--- config.mk ---
export PLATFORM = sky130hd
export DESIGN_NAME = rbh_div_cell
export DESIGN_NICKNAME = d
export VERILOG_FILES = /design/src/design/rbh_pkg.sv /design/src/design/rbh_div_cell.sv
export SDC_FILE = /design/constraint.sdc
export NUM_CORES = 1
export LEC_CHECK = 0
export BUFFER_PORTS_ARGS = -buffer_cell sky130_fd_sc_hd__buf_2
export CORE_AREA = 2 2 500 502
export DETAILED_ROUTE_END_ITERATION = 10
export DIE_AREA = 0 0 502 504
export PLACE_DENSITY = 0.3
export SLEW_MARGIN = 20
export SYNTH_ARGS = -nofsm -noshare
export SYNTH_HDL_FRONTEND = slang
export SYNTH_SLANG_ARGS = --single-unit
--- constraint.sdc ---
create_clock -name i_clk -period 9.1 [get_ports i_clk]
set_input_delay 0.455 -clock i_clk [delete_from_list [all_inputs] [get_ports i_clk]]
set_output_delay 0.455 -clock i_clk [all_outputs]
set_load 0.05 [all_outputs]
--- src/design/rbh_pkg.sv ---
// shared types and constants for the ray box nearest hit picker
`timescale 1ns / 1ps
package rbh_pkg;

    localparam int MAX_BOXES = 64;
    localparam int IDX_W     = 6;
    localparam int CNT_W     = 7;
    localparam int CW        = 32;
    localparam int DIFF_W    = CW + 2;
    localparam int DIV_STEPS = 32;
    localparam int AXES      = 3;
    localparam int LANES     = 2 * AXES;

    localparam logic [0:0] OP_WRITE = 1'b0;
    localparam logic [0:0] OP_QUERY = 1'b1;

    typedef logic signed [CW-1:0] t_coord;

    localparam t_coord SAT_MAX = {1'b0, {(CW-1){1'b1}}};
    localparam t_coord SAT_MIN = {1'b1, {(CW-1){1'b0}}};

    typedef struct packed {
        logic [AXES-1:0][CW-1:0] ctr;
        logic [AXES-1:0][CW-1:0] half;
    } t_box;

    typedef struct packed {
        logic [CW-1:0] rem;
        logic [CW-1:0] low;
        logic [CW-1:0] quo;
        logic          sat;
        logic          neg;
    } t_lane;

    typedef struct packed {
        logic             vld;
        logic             last;
        logic [IDX_W-1:0] idx;
        logic [AXES-1:0]  par;
        logic             par_miss;
    } t_meta;

endpackage

--- src/design/rbh_div_cell.sv ---
// one restoring division step for all six slab lanes
`timescale 1ns / 1ps
module rbh_div_cell (
    input  logic                                      i_clk,
    input  logic                                      i_rst_n,
    input  logic [rbh_pkg::AXES-1:0][rbh_pkg::CW-1:0] i_dmag,
    input  rbh_pkg::t_meta                            i_meta,
    input  rbh_pkg::t_lane [rbh_pkg::LANES-1:0]       i_lane,
    output rbh_pkg::t_meta                            o_meta,
    output rbh_pkg::t_lane [rbh_pkg::LANES-1:0]       o_lane
);

    rbh_pkg::t_meta                      r_meta;
    rbh_pkg::t_lane [rbh_pkg::LANES-1:0] r_lane;
    rbh_pkg::t_lane [rbh_pkg::LANES-1:0] n_lane;

    always_comb begin
        logic [rbh_pkg::CW:0] trial;
        logic [rbh_pkg::CW:0] dext;
        logic                 qbit;
        for (int l = 0; l < rbh_pkg::LANES; l++) begin
            trial = {i_lane[l].rem, i_lane[l].low[rbh_pkg::CW-1]};
            dext  = {1'b0, i_dmag[l/2]};
            qbit  = (trial >= dext);
            n_lane[l]     = i_lane[l];
            n_lane[l].rem = qbit ? rbh_pkg::CW'(trial - dext) : trial[rbh_pkg::CW-1:0];
            n_lane[l].low = {i_lane[l].low[rbh_pkg::CW-2:0], 1'b0};
            n_lane[l].quo = {i_lane[l].quo[rbh_pkg::CW-2:0], qbit};
        end
    end

    always_ff @(posedge i_clk) begin
        if (!i_rst_n) begin
            r_meta.vld <= 1'b0;
        end else begin
            r_meta.vld <= i_meta.vld;
        end
        r_meta.last     <= i_meta.last;
        r_meta.idx      <= i_meta.idx;
        r_meta.par      <= i_meta.par;
        r_meta.par_miss <= i_meta.par_miss;
        r_lane          <= n_lane;
    end

    assign o_meta = r_meta;
    assign o_lane = r_lane;

endmodule

After elaboration in Yosys (flattened, before gate mapping)
Index checks and enable logic that the tools add are counted.

operators by class
  $add $sub $neg = 6
  $mul = 0
  divide/modulo/power cells = 0
  order comparisons = 6
  equality and inequality tests = 0
  shift operators = 0
  muxes and demuxes = 6
  bitwise operators = 0
  reductions and logical operators = 0

operators by type and width
  kind                            count
  >= comparator 33 x 32 -> 1 bit  6
  two-way mux 32 bit              6
  subtractor 32 bit               6

word-level totals
  register bits = 594
  latch bits = 0
  RAM bits = 0
  ROM bits = 0
  bits of input ports = 698
  output and inout bits = 600
  word-level logic and storage cells = 53
  memories = 0

Logic depth before layout (Yosys ltp)
  word-level depth = 2
  depth in mapped cells = 15
  mapped depth without buffers = 13

Least setup slack after synthesis
OpenSTA, ideal clock, no wires.

  path kind = input-to-reg
  from = input i_dmag[67] in the netlist's numbering
  to = register r_lane, in the netlist o_lane[483]
  setup time = 0.123 ns
  arrival time = 3.272 ns
  setup slack = 5.705 ns
  stages = 13
  buffers on the path = 1
  cell sequence = inv_1 ha_1 o21a_1 o31a_2 o31ai_2 o21a_1 o31a_1 o21a_1 or4_1 a2111o_1 nand2_4 buf_8 mux2_1

RTL lines
  what                  line                text
  start, declared       rbh_div_cell.sv:6   input logic [rbh_pkg::AXES-1:0][rbh_pkg::CW-1:0] i_dmag,
  end signal, assigned  rbh_div_cell.sv:42  r_lane <= n_lane;
  end, declared         rbh_div_cell.sv:14  rbh_pkg::t_lane [rbh_pkg::LANES-1:0] r_lane;

==> run summary <==
status - finished clean
Final Hold Fails - 0
Die ar. - 253,000 µm²
maximum clock insertion buffer count - 3
cells after synthesis - 2,377
Initial Utilization - 9.89%
vias in the first global route - 26,800
Detail Placement HPWL - 174,000 µm
startpoint types - input pin
period utilisation layout - 48.6%
Peak VDD IR - 0.000160 V
Lkg Pwr - 19.9 nW
MaxCap Viol Count - 0
fin worst setup slack - 4680 ps
fraction of layout instances using a drive strength above 1 - 36.1%
post-synthesis async set-or-reset flop share - 0%
Syn Std Cell Area - 24,500 µm²
hold path startpoint - i_lane[464]
slew margin rel. - 40.8%
Max Slew Vio Count - 0
setup bufs post-CTS - 0
CTS H-tree lvls - 3
ranking of synthesized cells by area - dfxtp_1 49%, ha_1 9.8%, mux2_2 4.5%, xnor2_1 3.7%, a21oi_1 3.6%
Main synth FF type - dfxtp_1
Final TNS setup - 0 ps
DR iter-0 viols - 1,046
cts repair resizes - 0
Worst Setup Path Type - input pin to register
Layout area overhead - 78.5%
Die W - 502 µm
total power - 9.82 mW
Routed WL - 197,000 µm
Final ANT Viol Nets - 0
Hold EP - o_lane[465]
vias per cell - 3.31
DP Worst Slack - 4380 ps
share of the synthesized area in the top cell type - 48.6%
Setup-failing EPs final - 0
antenna violations before repair - 90
io pins - 1,298
Placer Congestion - 0.924
CTS tree - built
largest net degree at the start of global routing - 42
Post-synth EDFFs - 0
core area - 248,000 µm²
fmax - 0.226 GHz
Critical Path RT - 9650 ps
Worst Path Arrival - 4970 ps
CTS root buf - clkbuf_16
register area - 11,900 µm²
shortest period the worst path allows - 4420 ps
sequential share of the synthesized area - 48.6%
Least-Margin Pin Slew - 888 ps
TritonRoute pass-1 iters - 5
Synth Register Bits - 594
biggest area consumer among synthesized cells - dfxtp_1
final hold slack - 79.3 ps
die height - 504 µm
total number of vias - 25,500
Inserted Clock Buffers - 89
first-pass GRT wire length - 252,000 µm
CTS sink cnt - 594
Synth Warn # - 0
wire length per cell - 25.7 µm
fill cell count - 28,000
HP Class - input pin to register
WHS Path Cells - 2
area of the multi-input gates - 11,800 µm²
overall routing resource usage - 15.0%
DRC - 0
Port Buf Inserts - 1,285
Critical Path End Type - register
PD cells - 225 nW/µm²
Avg Inst Size Synth - 10.3 µm²
RSZ-0062 raised after global routing - no
fin nets - 5,151
total global routing overflow - 0
Distinct cells, synth - 76
row count - 183
crit-path max FO - 25
Worst-path clk slew - 60 ps
## per-stage QoR
step / cell area (µm²) / cells / utilization (%)
after floorplan: 24500 / 2382 / -
after global placement: 34800 / 6931 / 14.1
after detailed placement: 34800 / 6931 / 14.1
after CTS: 43600 / 7659 / 17.6
after global routing: 43600 / 7669 / 17.6
final: 43700 / 7678 / 17.6
## metal layers
metal / global-route usage, % / part of all wire [%] / vias up / routed length (µm)
met3: 6.83 / 11 / 232 / 21700
met4: 2.83 / 1.7 / 8 / 3450
li1: - / - / 12200 / -
met1: 18.1 / 42 / 11900 / 83100
met2: 24.5 / 45 / 1117 / 89100
met5: 0 / 0.015 / - / 29
## sequential cells by signal (all words and copies together), names as in the netlist
signal and flops:
o_meta 12, o_lane 582
## Yosys cell counts, types with 4 or more instances
| cell | instances |
|---|---|
| a21boi_0 | 4 |
| a211o_1 | 7 |
| nor2_1 | 105 |
| fa_1 | 6 |
| nand2b_1 | 24 |
| xor2_1 | 58 |
| and2_1 | 9 |
| nor4_1 | 11 |
| a31o_2 | 4 |
| nand2_1 | 142 |
| mux2i_1 | 12 |
| nor2b_1 | 29 |
| a21oi_1 | 175 |
| buf_4 | 7 |
| nor3b_1 | 4 |
| o31a_1 | 6 |
| a211oi_1 | 15 |
| o21bai_1 | 29 |
| buf_2 | 13 |
| inv_1 | 145 |
| o31ai_1 | 17 |
| clkbuf_1 | 47 |
| o2111ai_1 | 4 |
| o21ai_1 | 6 |
| o21ai_0 | 121 |
| nor3_1 | 26 |
| mux2_2 | 97 |
| mux2_1 | 51 |
| o21a_1 | 31 |
| ha_1 | 192 |
| a21o_1 | 100 |
| xnor2_1 | 104 |
| o211ai_1 | 12 |
| nand4_1 | 46 |
| o311ai_0 | 5 |
| or2_2 | 9 |
| and3_1 | 13 |
| a31oi_1 | 13 |
| dfxtp_1 | 594 |
| nand3_1 | 27 |
| a221oi_1 | 4 |
## layout make-up
type | instances | area share [%]
Timing Repair Buffer | 1853 | 27.7
Sequential cell | 594 | 27.2
Multi-Input combinational cell | 1572 | 27.0
Tap cell | 3330 | 9.54
Clock buffer | 108 | 5.42
Clock inverter | 57 | 1.77
Inverter | 145 | 1.25
Antenna cell | 19 | 0.109
## cell families after synthesis
family                     share of synthesized area [%]
muxes                                               7.30
AOI/OAI and AO/OA                                   15.3
adders and majority gates                           10.3
and+or+nand+nor                                     9.04
xor gates and xnor gates                            5.80
DFF                                                 48.6
other                                             0.0153
buffers and inverters                               3.63
## placed cells by master (no fill, tap or decap), types with 8 or more instances in the layout
| master | synthesis | final |
|---|---|---|
| o21ai_0 | 121 | 121 |
| or2_2 | 9 | 9 |
| nand2_1 | 142 | 142 |
| clkbuf_16 | 0 | 89 |
| and2_1 | 9 | 9 |
| nand4_1 | 46 | 46 |
| clkinvlp_4 | 0 | 8 |
| nor3_1 | 26 | 26 |
| dfxtp_1 | 594 | 594 |
| a211oi_1 | 15 | 15 |
| a21oi_1 | 175 | 174 |
| o21a_1 | 31 | 31 |
| xnor2_1 | 104 | 104 |
| clkinv_2 | 0 | 18 |
| bufinv_16 | 0 | 11 |
| ha_1 | 192 | 192 |
| dlygate4sd3_1 | 0 | 563 |
| nor2b_1 | 29 | 29 |
| nor2_1 | 105 | 105 |
| clkbuf_1 | 47 | 12 |
| inv_1 | 145 | 145 |
| xor2_1 | 58 | 58 |
| diode_2 | 0 | 19 |
| nand3_1 | 27 | 27 |
| mux2i_1 | 12 | 12 |
| a21o_1 | 100 | 100 |
| nand2b_1 | 24 | 24 |
| o211ai_1 | 12 | 12 |
| a31oi_1 | 13 | 13 |
| mux2_2 | 97 | 97 |
| nor4_1 | 11 | 11 |
| o31ai_1 | 17 | 17 |
| and3_1 | 13 | 13 |
| buf_2 | 13 | 1285 |
| o21bai_1 | 29 | 29 |
| mux2_1 | 51 | 51 |
## repair_timing
action / 4_1_cts / 5_1_grt
hold buffers: 563 / 0
hold endpoints to repair: 562 / 0
setup endpoints to repair: 0 / 0
## report_power, final
part	switching, mW	total (mW)	internal (mW)	leakage (nW)
sequential	0.134	3.02	2.89	5.01
combinational	2.12	3.02	0.903	13.4
clock	1.57	3.78	2.20	1.52
## worst max-delay path: stages
cell,delay (ps)
dlygate4sd3_1,540
buf_2,130
ha_1,410
a21oi_1,130
nand2_1,90
a21oi_1,100
nor4_1,490
a221o_1,400
nand2_1,100
or4_1,500
a22oi_2,650
buf_4,480
mux2_1,460
## worst max path at each step
| stage | from | end | slack [ps] | cells after the start |
|---|---|---|---|---|
| 6_report | i_lane[173] | o_lane[185] | 4680 | 13 |
| 2_1_floorplan | i_dmag[67] | o_lane[483] | 5710 | 13 |
| 4_1_cts | i_lane[173] | o_lane[193] | 4690 | 13 |
| 5_1_grt | i_lane[173] | o_lane[193] | 4510 | 13 |
| 3_3_place_gp | i_dmag[1] | o_lane[185] | 4390 | 14 |
| 3_5_place_dp | i_dmag[1] | o_lane[193] | 4380 | 14 |
Note: power is estimated with default switching activity, not from simulation.
