--- src/design/rbh_pkg.sv ---
// shared types and constants for the ray box nearest hit picker
`timescale 1ns / 1ps
package rbh_pkg;

    localparam int MAX_BOXES = 64;
    localparam int IDX_W     = 6;
    localparam int CNT_W     = 7;
    localparam int CW        = 32;
    localparam int DIFF_W    = CW + 2;
    localparam int DIV_STEPS = 32;
    localparam int AXES      = 3;
    localparam int LANES     = 2 * AXES;

    localparam logic [0:0] OP_WRITE = 1'b0;
    localparam logic [0:0] OP_QUERY = 1'b1;

    typedef logic signed [CW-1:0] t_coord;

    localparam t_coord SAT_MAX = {1'b0, {(CW-1){1'b1}}};
    localparam t_coord SAT_MIN = {1'b1, {(CW-1){1'b0}}};

    typedef struct packed {
        logic [AXES-1:0][CW-1:0] ctr;
        logic [AXES-1:0][CW-1:0] half;
    } t_box;

    typedef struct packed {
        logic [CW-1:0] rem;
        logic [CW-1:0] low;
        logic [CW-1:0] quo;
        logic          sat;
        logic          neg;
    } t_lane;

    typedef struct packed {
        logic             vld;
        logic             last;
        logic [IDX_W-1:0] idx;
        logic [AXES-1:0]  par;
        logic             par_miss;
    } t_meta;

endpackage

--- src/design/rbh_hit_sel.sv ---
// slab distance finish, entry and exit reduction, nearest hit tracking
`timescale 1ns / 1ps
module rbh_hit_sel (
    input  logic                                i_clk,
    input  logic                                i_rst_n,
    input  logic                                i_start,
    input  rbh_pkg::t_meta                      i_meta,
    input  rbh_pkg::t_lane [rbh_pkg::LANES-1:0] i_lane,
    output logic                                o_done,
    output logic                                o_found,
    output logic [rbh_pkg::IDX_W-1:0]           o_idx
);

    rbh_pkg::t_meta                   r_s1_meta;
    rbh_pkg::t_coord [rbh_pkg::AXES-1:0] r_s1_tlo;
    rbh_pkg::t_coord [rbh_pkg::AXES-1:0] r_s1_thi;
    rbh_pkg::t_coord [rbh_pkg::AXES-1:0] n_s1_tlo;
    rbh_pkg::t_coord [rbh_pkg::AXES-1:0] n_s1_thi;

    rbh_pkg::t_meta  r_s2_meta;
    rbh_pkg::t_coord r_s2_tmin;
    rbh_pkg::t_coord r_s2_tmax;
    rbh_pkg::t_coord n_s2_tmin;
    rbh_pkg::t_coord n_s2_tmax;

    logic                      r_done;
    logic                      r_found;
    logic [rbh_pkg::IDX_W-1:0] r_best_idx;
    rbh_pkg::t_coord           r_best_t;
    logic                      w_hit;

    always_comb begin
        rbh_pkg::t_coord v [rbh_pkg::LANES];
        logic            big;
        for (int l = 0; l < rbh_pkg::LANES; l++) begin
            big = i_lane[l].sat | i_lane[l].quo[rbh_pkg::CW-1];
            if (i_lane[l].neg) begin
                v[l] = big ? rbh_pkg::SAT_MIN : rbh_pkg::t_coord'(-i_lane[l].quo);
            end else begin
                v[l] = big ? rbh_pkg::SAT_MAX : rbh_pkg::t_coord'(i_lane[l].quo);
            end
        end
        for (int a = 0; a < rbh_pkg::AXES; a++) begin
            if (v[2*a] > v[2*a+1]) begin
                n_s1_tlo[a] = v[2*a+1];
                n_s1_thi[a] = v[2*a];
            end else begin
                n_s1_tlo[a] = v[2*a];
                n_s1_thi[a] = v[2*a+1];
            end
        end
    end

    always_comb begin
        n_s2_tmin = rbh_pkg::SAT_MIN;
        n_s2_tmax = rbh_pkg::SAT_MAX;
        for (int a = 0; a < rbh_pkg::AXES; a++) begin
            if (!r_s1_meta.par[a]) begin
                if ($signed(r_s1_tlo[a]) > n_s2_tmin) begin
                    n_s2_tmin = r_s1_tlo[a];
                end
                if ($signed(r_s1_thi[a]) < n_s2_tmax) begin
                    n_s2_tmax = r_s1_thi[a];
                end
            end
        end
    end

    assign w_hit = r_s2_meta.vld && !r_s2_meta.par_miss && (r_s2_tmin <= r_s2_tmax)
                   && (r_s2_tmin >= 0) && (!r_found || (r_s2_tmin < r_best_t));

    always_ff @(posedge i_clk) begin
        if (!i_rst_n) begin
            r_s1_meta.vld <= 1'b0;
            r_s2_meta.vld <= 1'b0;
            r_done        <= 1'b0;
            r_found       <= 1'b0;
            r_best_idx    <= '0;
        end else begin
            r_s1_meta.vld <= i_meta.vld;
            r_s2_meta.vld <= r_s1_meta.vld;
            r_done        <= r_s2_meta.vld && r_s2_meta.last;
            if (i_start) begin
                r_found    <= 1'b0;
                r_best_idx <= '0;
            end else if (w_hit) begin
                r_found    <= 1'b1;
                r_best_idx <= r_s2_meta.idx;
            end
        end
        r_s1_meta.last     <= i_meta.last;
        r_s1_meta.idx      <= i_meta.idx;
        r_s1_meta.par      <= i_meta.par;
        r_s1_meta.par_miss <= i_meta.par_miss;
        r_s1_tlo           <= n_s1_tlo;
        r_s1_thi           <= n_s1_thi;
        r_s2_meta.last     <= r_s1_meta.last;
        r_s2_meta.idx      <= r_s1_meta.idx;
        r_s2_meta.par      <= r_s1_meta.par;
        r_s2_meta.par_miss <= r_s1_meta.par_miss;
        r_s2_tmin          <= n_s2_tmin;
        r_s2_tmax          <= n_s2_tmax;
        if (w_hit && !i_start) begin
            r_best_t <= r_s2_tmin;
        end
    end

    assign o_done  = r_done;
    assign o_found = r_found;
    assign o_idx   = r_best_idx;

endmodule

--- config.mk ---
export PLATFORM = sky130hd
export DESIGN_NAME = rbh_hit_sel
export DESIGN_NICKNAME = d
export VERILOG_FILES = /design/src/design/rbh_pkg.sv /design/src/design/rbh_hit_sel.sv
export SDC_FILE = /design/constraint.sdc
export NUM_CORES = 1
export LEC_CHECK = 0
export ABC_AREA = 1
export BUFFER_PORTS_ARGS = -buffer_cell sky130_fd_sc_hd__buf_2
export CORE_AREA = 2 2 235 237
export CTS_CLUSTER_SIZE = 20
export DETAILED_ROUTE_END_ITERATION = 7
export DIE_AREA = 0 0 237 239
export HOLD_SLACK_MARGIN = 0.15
export PLACE_DENSITY = 0.7
export REMOVE_ABC_BUFFERS = 1
export SETUP_SLACK_MARGIN = 0.4
export SYNTH_ARGS = -nofsm -noshare
export SYNTH_HDL_FRONTEND = slang
export SYNTH_SLANG_ARGS = --single-unit
--- constraint.sdc ---
create_clock -name i_clk -period 5.4 [get_ports i_clk]
set_clock_uncertainty 0.15 [all_clocks]
set_input_delay 1.08 -clock i_clk [delete_from_list [all_inputs] [get_ports i_clk]]
set_output_delay 1.08 -clock i_clk [all_outputs]
set_load 0.03 [all_outputs]
== Word-level counts from Yosys, hierarchy flattened ==
Cells that the tools add are included.

* Bits in registers: 317
* Input port bits: 603
* Output and inout bits: 8
* Word-level logic and storage cells: 93

* Add/sub/neg operators: 6
* Magnitude comparators: 12
* Multiplexer cells: 36
* Bitwise operators: 7
* Reduce and logical (&&, ||, !) cells: 11

{| class="wikitable"
|+ Operators by type and width
! operator !! count
|-
| 32-bit two-way mux || 36
|-
| 32-bit negator || 6
|-
| 32-bit > comparator || 5
|-
| 32-bit < comparator || 3
|-
| 32-bit by 1-bit greater-or-equal comparator with 1-bit output (second input constant) || 1
|-
| 32-bit > comparator (second input constant) || 1
|-
| 32-bit <= comparator || 1
|-
| 32-bit < comparator (second input constant) || 1
|-
| 1-bit logical AND || 6
|-
| 1-bit OR || 6
|-
| 1-bit logical NOT || 3
|-
| 2-bit OR reduction || 1
|-
| 1-bit logical OR || 1
|-
| 1-bit inverter || 1
|}

== Depth between registers and ports, before layout ==
Gate-level depths: netlist of the first run.

* Word-level depth: 9
* Depth in mapped cells: 37
* Mapped depth without buffers: 33

== Worst setup path before layout of the first run ==
Ideal clock, no wire load.

* Path kind: reg2reg
* From: register r_s1_meta[1] (netlist name)
* To: register r_s2_tmin[22]
* Library setup time: 0.129 ns
* Arrival time: 4.812 ns
* Required time: 5.121 ns
* Setup slack: 0.309 ns
* Stages on the path, launching flop included: 27
* Path buffers: 4
* Period minus slack after synthesis: 5.091 ns
* Cell sequence: dfxtp_1 > buf_6 > inv_1 > clkbuf_1 > nand2_1 > ha_1 > a21oi_1 > o21ai_0 > a21oi_1 > nand3b_1 > a31oi_1 > a2111oi_0 > nand2_1 > o31ai_2 > clkbuf_1 > o21ai_0 > ha_1 > nand2_1 > inv_1 > nand3_1 > nor3_1 > nand3_1 > o2111ai_1 > nor3_1 > a2111oi_4 > clkbuf_1 > o21ai_0

* Longest elaborated chain between the ends: 7

{| class="wikitable"
|+ Ends and longest elaborated chain
! what !! line !! source
|-
| start: declaration || rbh_hit_sel.sv:14 || <nowiki>rbh_pkg::t_meta r_s1_meta;</nowiki>
|-
| 32-bit two-way mux * || rbh_hit_sel.sv:58 || <nowiki>if (!r_s1_meta.par[a]) begin</nowiki>
|-
| 32-bit > comparator || rbh_hit_sel.sv:59 || <nowiki>if ($signed(r_s1_tlo[a]) > n_s2_tmin) begin</nowiki>
|-
| 32-bit two-way mux || rbh_hit_sel.sv:59 ||
|-
| 32-bit two-way mux * || rbh_hit_sel.sv:58 ||
|-
| 32-bit > comparator || rbh_hit_sel.sv:59 ||
|-
| 32-bit two-way mux || rbh_hit_sel.sv:59 ||
|-
| 32-bit two-way mux * || rbh_hit_sel.sv:58 ||
|-
| via n_s2_tmin[22] || rbh_hit_sel.sv:23 || <nowiki>rbh_pkg::t_coord n_s2_tmin;</nowiki>
|-
| end signal: assignment || rbh_hit_sel.sv:101 || <nowiki>r_s2_tmin <= n_s2_tmin;</nowiki>
|-
| end: declaration || rbh_hit_sel.sv:21 || <nowiki>rbh_pkg::t_coord r_s2_tmin;</nowiki>
|}

Mark *: on every way through the listed nets, which the timed path passes. The rest lies on a longest branch.
A chain may end at the register's enable or synchronous reset.

== Final worst setup path of the first run ==
* From: register r_s1_meta[1] (netlist name)
* To: register r_s2_tmin[26]

The elaborated chain is that of the path after synthesis.

==> results of run 1 <==
==> layout by cell type (no fill, tap or decap), drive strengths merged, types with 9 or more instances in the layout <==
cell type	instances
or2	38
nand2	684
xor2	89
o21ai	402
xnor2	55
o211ai	11
nand3	84
a21oi	162
o21bai	9
edfxtp	32
nor4	25
nor3	69
ha	291
clkbuf	54
nand4	65
buf	538
clkinv	13
inv	331
dfxtp	285
a31oi	21
a211oi	19
nor2	323
==> worst paths after layout <==
check               start  cells after the start  slack, ns             to
min reg2reg  r_s1_meta[0]                      0       0.17   r_s2_meta[0]
max          r_s1_meta[1]                     28      -0.02  r_s2_tmin[26]
max reg2reg  r_s1_meta[1]                     28      -0.02  r_s2_tmin[26]
min          r_s1_meta[0]                      0       0.17   r_s2_meta[0]
==> metal layers <==
metal | up-vias | wire length [µm] | GRT usage [%]
met5 | - | 69 | 0
met4 | 8 | 3890 | 10.6
met3 | 264 | 6580 | 4.09
met2 | 1065 | 35900 | 41.7
met1 | 10900 | 32700 | 33.1
li1 | 11500 | - | -
==> through the flow <==
step | setup slack [ns] | hold slack (ns)
global route | -0.299 | 0.181
global placement | -0.535 | 0.160
CTS | 0.0658 | 0.175
detailed placement | -0.497 | 0.162
floorplan | -2.68 | 0.160
finish | -0.0188 | 0.175
==> cell families (layout without fill, tap and decap cells) <==
logic type	after synthesis	count (layout)	share of synthesized area, %
compound gates	658	658	15.9
buf+inv	449	942	7.76
flops	317	317	29.8
simple gates	1295	1299	24.5
fa+ha+maj	291	291	16.3
xor+xnor	144	144	5.68
other cells	0	2	0
==> registers in the layout, indices dropped and copies added (netlist names) <==
register / cells
o_found: 1
o_done: 1
r_s2_tmin: 32
r_s1_thi: 96
r_best_t: 32
r_s1_meta: 12
o_idx: 6
r_s2_meta: 9
r_s1_tlo: 96
r_s2_tmax: 32
==> cells in the mapped netlist (4+ instances only) <==
master / number
nand3_2: 4
nor4_1: 25
a211oi_1: 19
a221oi_1: 5
o21ai_1: 19
a31oi_1: 21
o221ai_1: 6
xnor2_1: 54
buf_2: 15
nand3b_1: 4
dfxtp_1: 285
inv_2: 4
nand3_1: 76
o21ai_0: 382
inv_1: 327
ha_1: 291
buf_6: 4
nor3_2: 5
or2_2: 38
nand2_1: 682
nand4_1: 65
o21a_1: 5
a21oi_1: 162
o211ai_1: 11
edfxtp_1: 32
xor2_1: 89
nor3_1: 64
nor2_1: 323
buf_1: 7
o21bai_1: 9
clkbuf_1: 89
==> power by group <==
part	total, µW	internal, µW	switching, µW
combinational	6280	2720	3560
clock	2390	1410	983
sequential	3500	3020	476
total	12200	7150	5020
==> final cells by class <==
| cell class | count | area (µm²) | share of cell area, % |
|---|---|---|---|
| Tap cell | 704 | 881 | 2.86 |
| Timing Repair Buffer | 545 | 4630 | 15.0 |
| Clock buffer | 47 | 1000 | 3.26 |
| Clock inverter | 15 | 154 | 0.500 |
| Timing Repair inverter | 1 | 7.51 | 0.0244 |
| Inverter | 334 | 1300 | 4.23 |
| Sequential cell | 317 | 6670 | 21.7 |
| Antenna cell | 2 | 5.00 | 0.0163 |
| Multi-Input combinational cell | 2392 | 16100 | 52.4 |
==> what timing repair did <==
item | in CTS | in global routing
resized for setup | 368 | 407
setup endpoints to repair | 203 | 256
endpoints found under the hold margin | 0 | 0
gates cloned | 28 | 8
pin swaps | 64 | 117
buffers inserted | 29 | 26
==> metrics.txt, run 1 <==
register area share after synthesis 29.8%; max_slew headroom 5.55%; f_max 185 MHz; pwr dens 395 mW/mm²; Syn Area/Cell 7.09 µm²; Die W 237 µm; GRT Overall Usage 25.4%; First-pass DRT Iterations 6; cells after synthesis 3,154; CP max stage delay 0.53 ns; FFs w/ async S/R, synth 0%; CTS hold repair buffers 0; max cap viols 0; Worst setup EP type register; Final Hold Viols 0; leading area contributor after synthesis dfxtp_1; fin crit share 100%; Critical Path Source Type register; vias in the first global route 21,500; later-pin clock latency in the skew report 0.55 ns; crit path DAT 5.72 ns; placed cells 4,202; FF+latch count, synth ~320; RSZ-0062 raised after global routing true; post-layout util 56.7%; I/O pin cnt about 610; status finished, violations left; violated checks setup timing; Netlist cell types 51; Area Growth Syn to Fin 37.8%; family with the most delay on the worst path compound AO/OA/AOI/OAI gates; share of cells above drive strength 1 between 20 and 30%; Die Ht 239 µm; Synth Flop Type dfxtp_1; routed len/inst 18.2 µm; fin cells 4,357; CTS buffer count 35; WP data required 5.70 ns; full die area 0.0566 mm²; vias per inst about 5.4; total wire length 79.2 mm; initial core utilization between 40% and 50%; min-delay worst type reg2reg; Slew Limit Fails 0; CP max stage cell o21ai_0; mapped cell area 0.0223 mm²; NumNets Final 4,520; DRC viols 0; synth top area cells dfxtp_1, ha_1, nand2_1; Setup CP Type reg2reg; Core Region 0.0543 mm²; H-tree depth 2; fin area 0.0308 mm²; most used cell, CP nand2_2; CTS clk-pin slew, worst paths 0.06 ns; Final Power 12,200 µW; CP max FO 24; Pleak 0.0148 µW; CTS max path bufs 3; Root Driver clkbuf_16; CTS tree done; Peak VDD IR 266 µV; YS warnings 0; Final setup violation count 9; Routed Antenna Nets 0; FILL cells 4,593; Vias between 20,000 and 25,000; First DRT Iteration DRCs 1,880; slew of the pin with the lowest slew margin 1.42 ns; worst path bufs/invs 7; antenna violations before repair 4; routability cong. ~1; Placed Area 0.0258 mm²; Post-synth EDFFs 32; largest net degree at the start of global routing 44; Clock Sinks 317; first-pass GRT wire length 114 mm; fin crit period 5.42 ns; gr ovfl total 0; setup TNS -0.0994 ns; row count 86; Port-buffer cells 226; Synth top area share approximately a quarter; setup ws final -0.0188 ns; DP Wirelength 55.7 mm
Note: power is estimated with default switching activity, not from simulation.
==> inputs of run 2 (changes only) <==
GPL_ROUTABILITY_DRIVEN = 0   (was default)
PLACE_DENSITY = 0.67   (was 0.7)
clock period = 6.39 ns   (was 5.4 ns; I/O delays follow)
==> run 2 against run 1 <==
The flow now finishes without violations. Clock-buffer cell count is 5 lower. Maximum frequency is 3.9% lower. Non-clock buffer count decreased by 268. Sequential share of layout area up 4.3 points. Combinational power shrank 44%. First-iteration DRC count shrank 17%.
==> metrics.txt, run 2 (synthesis results as in run 1) <==
status finished clean; RSZ-0062 raised after global routing true; Critical Path Source Type register; First-pass DRT Iterations 5; Peak VDD IR 216 µV; Slew Limit Fails 0; gr ovfl total 0; Critical path origin r_s1_meta[1]; fin area 0.0257 mm²; multi-input gate area in the final layout between 0.01 and 0.015 mm²; crit path DAT a little under 6 ns; CTS buffer count 35; CTS max path bufs 3; f_max 177 MHz; CP max FO 32; most used cell, CP nand2_1; met3 usage approximately 4.5%; Placed Area 0.0243 mm²; hold path start r_s1_meta[4]; H-tree depth 2; CTS hold repair buffers 0; Root Driver clkbuf_16; CTS clk-pin slew, worst paths around 0.06 ns; fin crit share 88.2%; cell depth of the worst hold path 0; share of cells above drive strength 1 12.2%; total wire length 66.4 mm; Port-buffer cells 226; pwr dens 327 mW/mm²; worst r2r path cells 28; Seq. cell area 0.00667 mm²; initial core utilization 41.1%; DP Wirelength ~54 mm; CP max stage cell a2111oi_4; Routed Antenna Nets 0; Final Hold Viols 0; largest net degree at the start of global routing 65; min-delay worst type reg2reg; First DRT Iteration DRCs 1,555; Vias around 21,000; global routing usage on met2 36.0%; vias per inst approximately 5.2; Final setup violation count 0; NumNets Final 4,248; DRC viols 0; CP max stage delay 0.46 ns; commonest cells after routing, fill and taps aside nand2_1, o21ai_0, inv_1; later-pin clock latency in the skew report 0.53 ns; max cap viols 0; Largest regs r_s1_thi x96, r_s1_tlo x96; beginning of the worst register-to-register path r_s1_meta[1]; row count 86; Die Ht approximately 240 µm; Core Region 0.0543 mm²; met1 Use GR 30.1%; Area Growth Syn to Fin 14.9%; first-pass GRT wire length 99.4 mm; Pleak about 0.012 µW; GRT busiest layer met2; FILL cells 5,447; I/O pin cnt 611; CTS tree done; Die W roughly 240 µm; hold_ws 0.174 ns; full die area ~0.057 mm²; vias in the first global route ~19,000; routed len/inst ~16 µm; Setup CP Type reg2reg; slew of the pin with the lowest slew margin 1.19 ns; Clock Sinks ~320; antenna violations before repair 7; fin crit period 5.64 ns; WP data required 6.71 ns; GRT Overall Usage 22.3%; commonest non-fill, non-tap cell in the layout nand2_1; Worst setup EP type register; max_slew headroom slightly above 20%
-- run 2: cell count changes in the layout (fill, tap and decap cells not counted), moves of 25 or more --
cell	previous run	this run
buf_4	244	37
nand2_1	528	681
o21ai_0	230	364
o21ai_2	92	1
nand2_4	80	1
nand2_2	73	1
o21ai_1	65	36
nor3_1	37	62
-- run 2: per-stage QoR --
stage	cells	setup TNS, ns	setup WS (ns)	power [µW]	util, %
final	4085	0	0.754	8400	47.3
after global routing	4083	0	0.397	9060	47.2
after CTS	4071	0	0.420	8260	46.8
after detailed placement	4010	0	0.0264	6230	44.6
after global placement	4010	0	0.0690	6150	44.6
after floorplan	3039	-81.12	-1.69	5080	-
-- run 2: layer usage --
metal	vias up	routed length [µm]	part of all wire (%)
li1	10900	-	-
met1	9378	30400	46
met2	624	29300	44
met3	94	4770	7.2
met4	8	1850	2.8
met5	-	54	0.081
-- run 2: area by class of cell --
type,count,area share (%)
diodes,3,0.0292
repair inverters,1,0.0292
well taps,704,3.43
multi-input cells,2388,54.7
flip-flops and latches,317,26.0
inverters,334,4.90
clock inverters,19,0.682
repair buffers,277,6.49
clock buffers,42,3.75
-- run 2: worst paths after layout --
| kind | end | slack (ns) |
|---|---|---|
| max reg2reg | r_s2_tmin[0] | 0.75 |
| min reg2reg | r_s2_meta[4] | 0.17 |
| max | r_s2_tmin[0] | 0.75 |
| min | r_s2_meta[4] | 0.17 |
-- run 2: report_power, final --
part	total, µW	internal (µW)	switching [µW]
Sequential	2880	2550	328
Combinational	3520	1290	2230
Clock	2000	1170	831
-- run 2: worst max-delay path, delay by kind of cell, from the launching register on --
kind | cells | cell delay (ns)
AO/OA/AOI/OAI | 12 | 2.51
flip-flops | 1 | 0.40
adder cells (fa/ha/maj) | 2 | 0.58
AND/OR/NAND/NOR | 7 | 0.64
buffers and inverters | 7 | 1.26
-- run 2: repair_timing --
item	CTS	global route
gates cloned	0	6
setup buffers	0	5
pin swaps	0	6
setup endpoints to repair	32	188
gates resized for setup	7	45
==> inputs of run 3 (changes only) <==
ABC_AREA = default   (was 1)
ABC_CLOCK_PERIOD_IN_PS = 6390   (was default)
CORE_AREA = 2 2 236 238   (was 2 2 235 237)
DIE_AREA = 0 0 238 240   (was 0 0 237 239)
PLACE_DENSITY = 0.7   (was 0.67)
SLEW_MARGIN = 20   (was default)
==> run 3 against run 2 <==
Maximum frequency is 12% lower. Hold slack better by 0.0022 ns. Wire length up 20%. Clock power is essentially flat. Via count grew 13%. Core utilization up 11 points. Largest cell class unchanged.
==> metrics.txt, run 3 <==
status finished clean; largest net degree at the start of global routing 64; CP max stage cell or4_4; later-pin clock latency in the skew report between 0.5 and 0.6 ns; CP max FO 6; Sw Pwr 3410 µW; share of cells above drive strength 1 about a quarter; CTS hold repair buffers 0; GRT Overall Usage 26.3%; min-delay worst type reg2reg; Core Region 0.0547 mm²; register area share after synthesis between 20% and 30%; Setup WS pre-CTS -0.739 ns; DRC viols 0; full die area 0.0571 mm²; FFs w/ async S/R, synth 0%; row count 86; leading area contributor after synthesis dfxtp_1; antenna violations before repair 12; CTS tree done; Largest regs r_s1_thi x96, r_s1_tlo x96; Critical Path Source Type input port; Synth Flop Type dfxtp_1; Peak VDD IR 192 µV; vias in the first global route ~22,000; Slew Limit Fails 0; Netlist cell types 67; Syn Area/Cell around 8.4 µm²; max_slew headroom a little over a third; switching power share of the total 36.9%; Logic pwr share 47.1%; cells after synthesis 2,865; First-pass DRT Iterations 6; slew of the pin with the lowest slew margin 0.959 ns; max cap viols 0; Clk network pwr share 21.8%; DP Wirelength 60.9 mm; first-pass GRT wire length approximately 120 mm; Final Hold Viols 0; Synth top area share 23.8%; CTS max path bufs 3; most used cell, CP or4_4; initial core utilization 43.9%; CTS clk-pin slew, worst paths 0.06 ns; top-count cell post-synth ha_1; FF+latch count, synth 317; YS warnings 0; Worst setup EP type register; crit path DAT between 6 and 7 ns; Area Growth Syn to Fin 32.5%; met1 WL 34.1 mm; f_max ~160 MHz; post-layout util between 50 and 60%; critical path cell sequence buf_6 > or3_4 > or4_4 > or4_4 > or4_4 > nand2b_4 > nand2b_4 > o21ai_4 > xnor2_2 > ha_1 > nand4_1 > or2_4 > or4_4 > or3_4 > nor2_1 > o31a_1 > nor4_4 > mux2i_4 > buf_6 > buf_12 > buf_8 > mux2i_2; WP data required 6.68 ns; pwr dens 291 mW/mm²; mapped cell area 0.0240 mm²; commonest non-fill, non-tap cell in the layout buf_4; Detail Route met2 WL 36.0 mm; synth cell count leaders ha_1, mux2i_1, inv_1; H-tree depth 2; Final setup violation count 0; synth top area cells dfxtp_1, ha_1, mux2i_1; Post-synth EDFFs 32; CP max stage delay about 0.55 ns; Vias between 20,000 and 25,000; fin crit share between 90% and 100%; routed len/inst 19.3 µm; vias per inst a little under 6; Clock Sinks approximately 320; Pleak 0.0149 µW; CTS buffer count 34; metal3 WL 6.73 mm; NumNets Final 4,283; Routed Antenna Nets 0; Top Layer Used met5; setup ws final roughly 0.0063 ns; Die W between 200 and 250 µm; First DRT Iteration DRCs 1,926; commonest cells after routing, fill and taps aside buf_4, inv_1, dfxtp_1; P_int 5830 µW; Port-buffer cells 226; Setup CP Type in2reg; total wire length 79.5 mm; Root Driver clkbuf_16; fin crit period between 6 and 7 ns; Seq pwr share 31.1%; RSZ-0062 raised after global routing true; I/O pin cnt between 600 and 700; gr ovfl total 0; Die Ht 240 µm
[run 3: cell types whose count changed after synthesis, sizes merged, moves of 69 or more]
cell	delta
nand2	-477
mux2i	+288
o21ai	-240
nor2	-94
xor2	-81
or3	+79
a21o	+74
o31ai	+69
[run 3: cell families (layout without fill, tap and decap cells)]
family	Yosys count	after routing	share of synthesized area [%]
fa+ha+maj	291	291	15.2
xor+xnor	85	85	3.11
flops	317	317	27.8
mux	301	301	12.6
compound gates	634	634	17.6
simple gates	827	828	17.1
other cells	0	5	0
buf+inv	410	958	6.52
[run 3: path summary, 6_finish.rpt]
path | start | end | slack (ns) | cells past startpoint
setup / recovery | i_lane[110] | r_s1_tlo[9] | 0.006 | 22
hold / removal | r_s1_meta[6] | r_s2_meta[6] | 0.18 | 0
hold reg to reg | r_s1_meta[6] | r_s2_meta[6] | 0.18 | 0
setup reg to reg | r_s1_tlo[24] | r_s2_tmin[19] | 0.10 | 31
[run 3: routing by layer]
| layer | vias up | global-route usage [%] |
|---|---|---|
| li1 | 11400 | - |
| met1 | 11200 | 35.3 |
| met2 | 1016 | 42.2 |
| met3 | 174 | 4.95 |
| met4 | 18 | 9.02 |
| met5 | - | 0 |
[run 3: what timing repair did]
item / 4_1_cts / 5_1_grt
pin swaps: 82 / 78
cloned: 12 / 4
resized for setup: 205 / 165
buffers inserted: 56 / 27
setup endpoints to repair: 192 / 192
[run 3: stage by stage]
step | power [µW] | std cells | hold slack, ns | instance area (µm²) | TNS, ns
4_1_cts | 8840 | 4087 | 0.176 | 30700 | 0
2_1_floorplan | 5100 | 2742 | 0.160 | 23500 | -884.39
3_5_place_dp | 6340 | 3958 | 0.163 | 27900 | -76.37
6_report | 9240 | 4123 | 0.176 | 31800 | 0
3_3_place_gp | 6260 | 3958 | 0.160 | 27900 | -69.80
5_1_grt | 9760 | 4118 | 0.180 | 31800 | -4.94
[run 3: power groups by stage]
stage	clock network (µW)	registers, µW	logic [µW]
after CTS	2030	2830	3970
final	2010	2880	4350
after global routing	2110	2900	4740
after floorplan	0	2700	2400
after global placement	0	2850	3400
after detailed placement	0	2860	3490
[run 3: final cells by class]
class	count	area, µm²
multi-input cells	2139	17100
clock buffers	49	1050
flip-flops and latches	317	6680
well taps	704	881
repair buffers	610	4850
clock inverters	12	121
inverters	287	1080
fillers	4600	22900
diodes	5	12.5
[run 3: worst max-delay path, delay by kind of cell]
family | cells | cell delay [ns]
compound gates | 2 | 0.43
xor+xnor | 1 | 0.09
fa+ha+maj | 1 | 0.30
simple gates | 12 | 3.58
buf+inv | 4 | 0.49
mux | 2 | 0.48
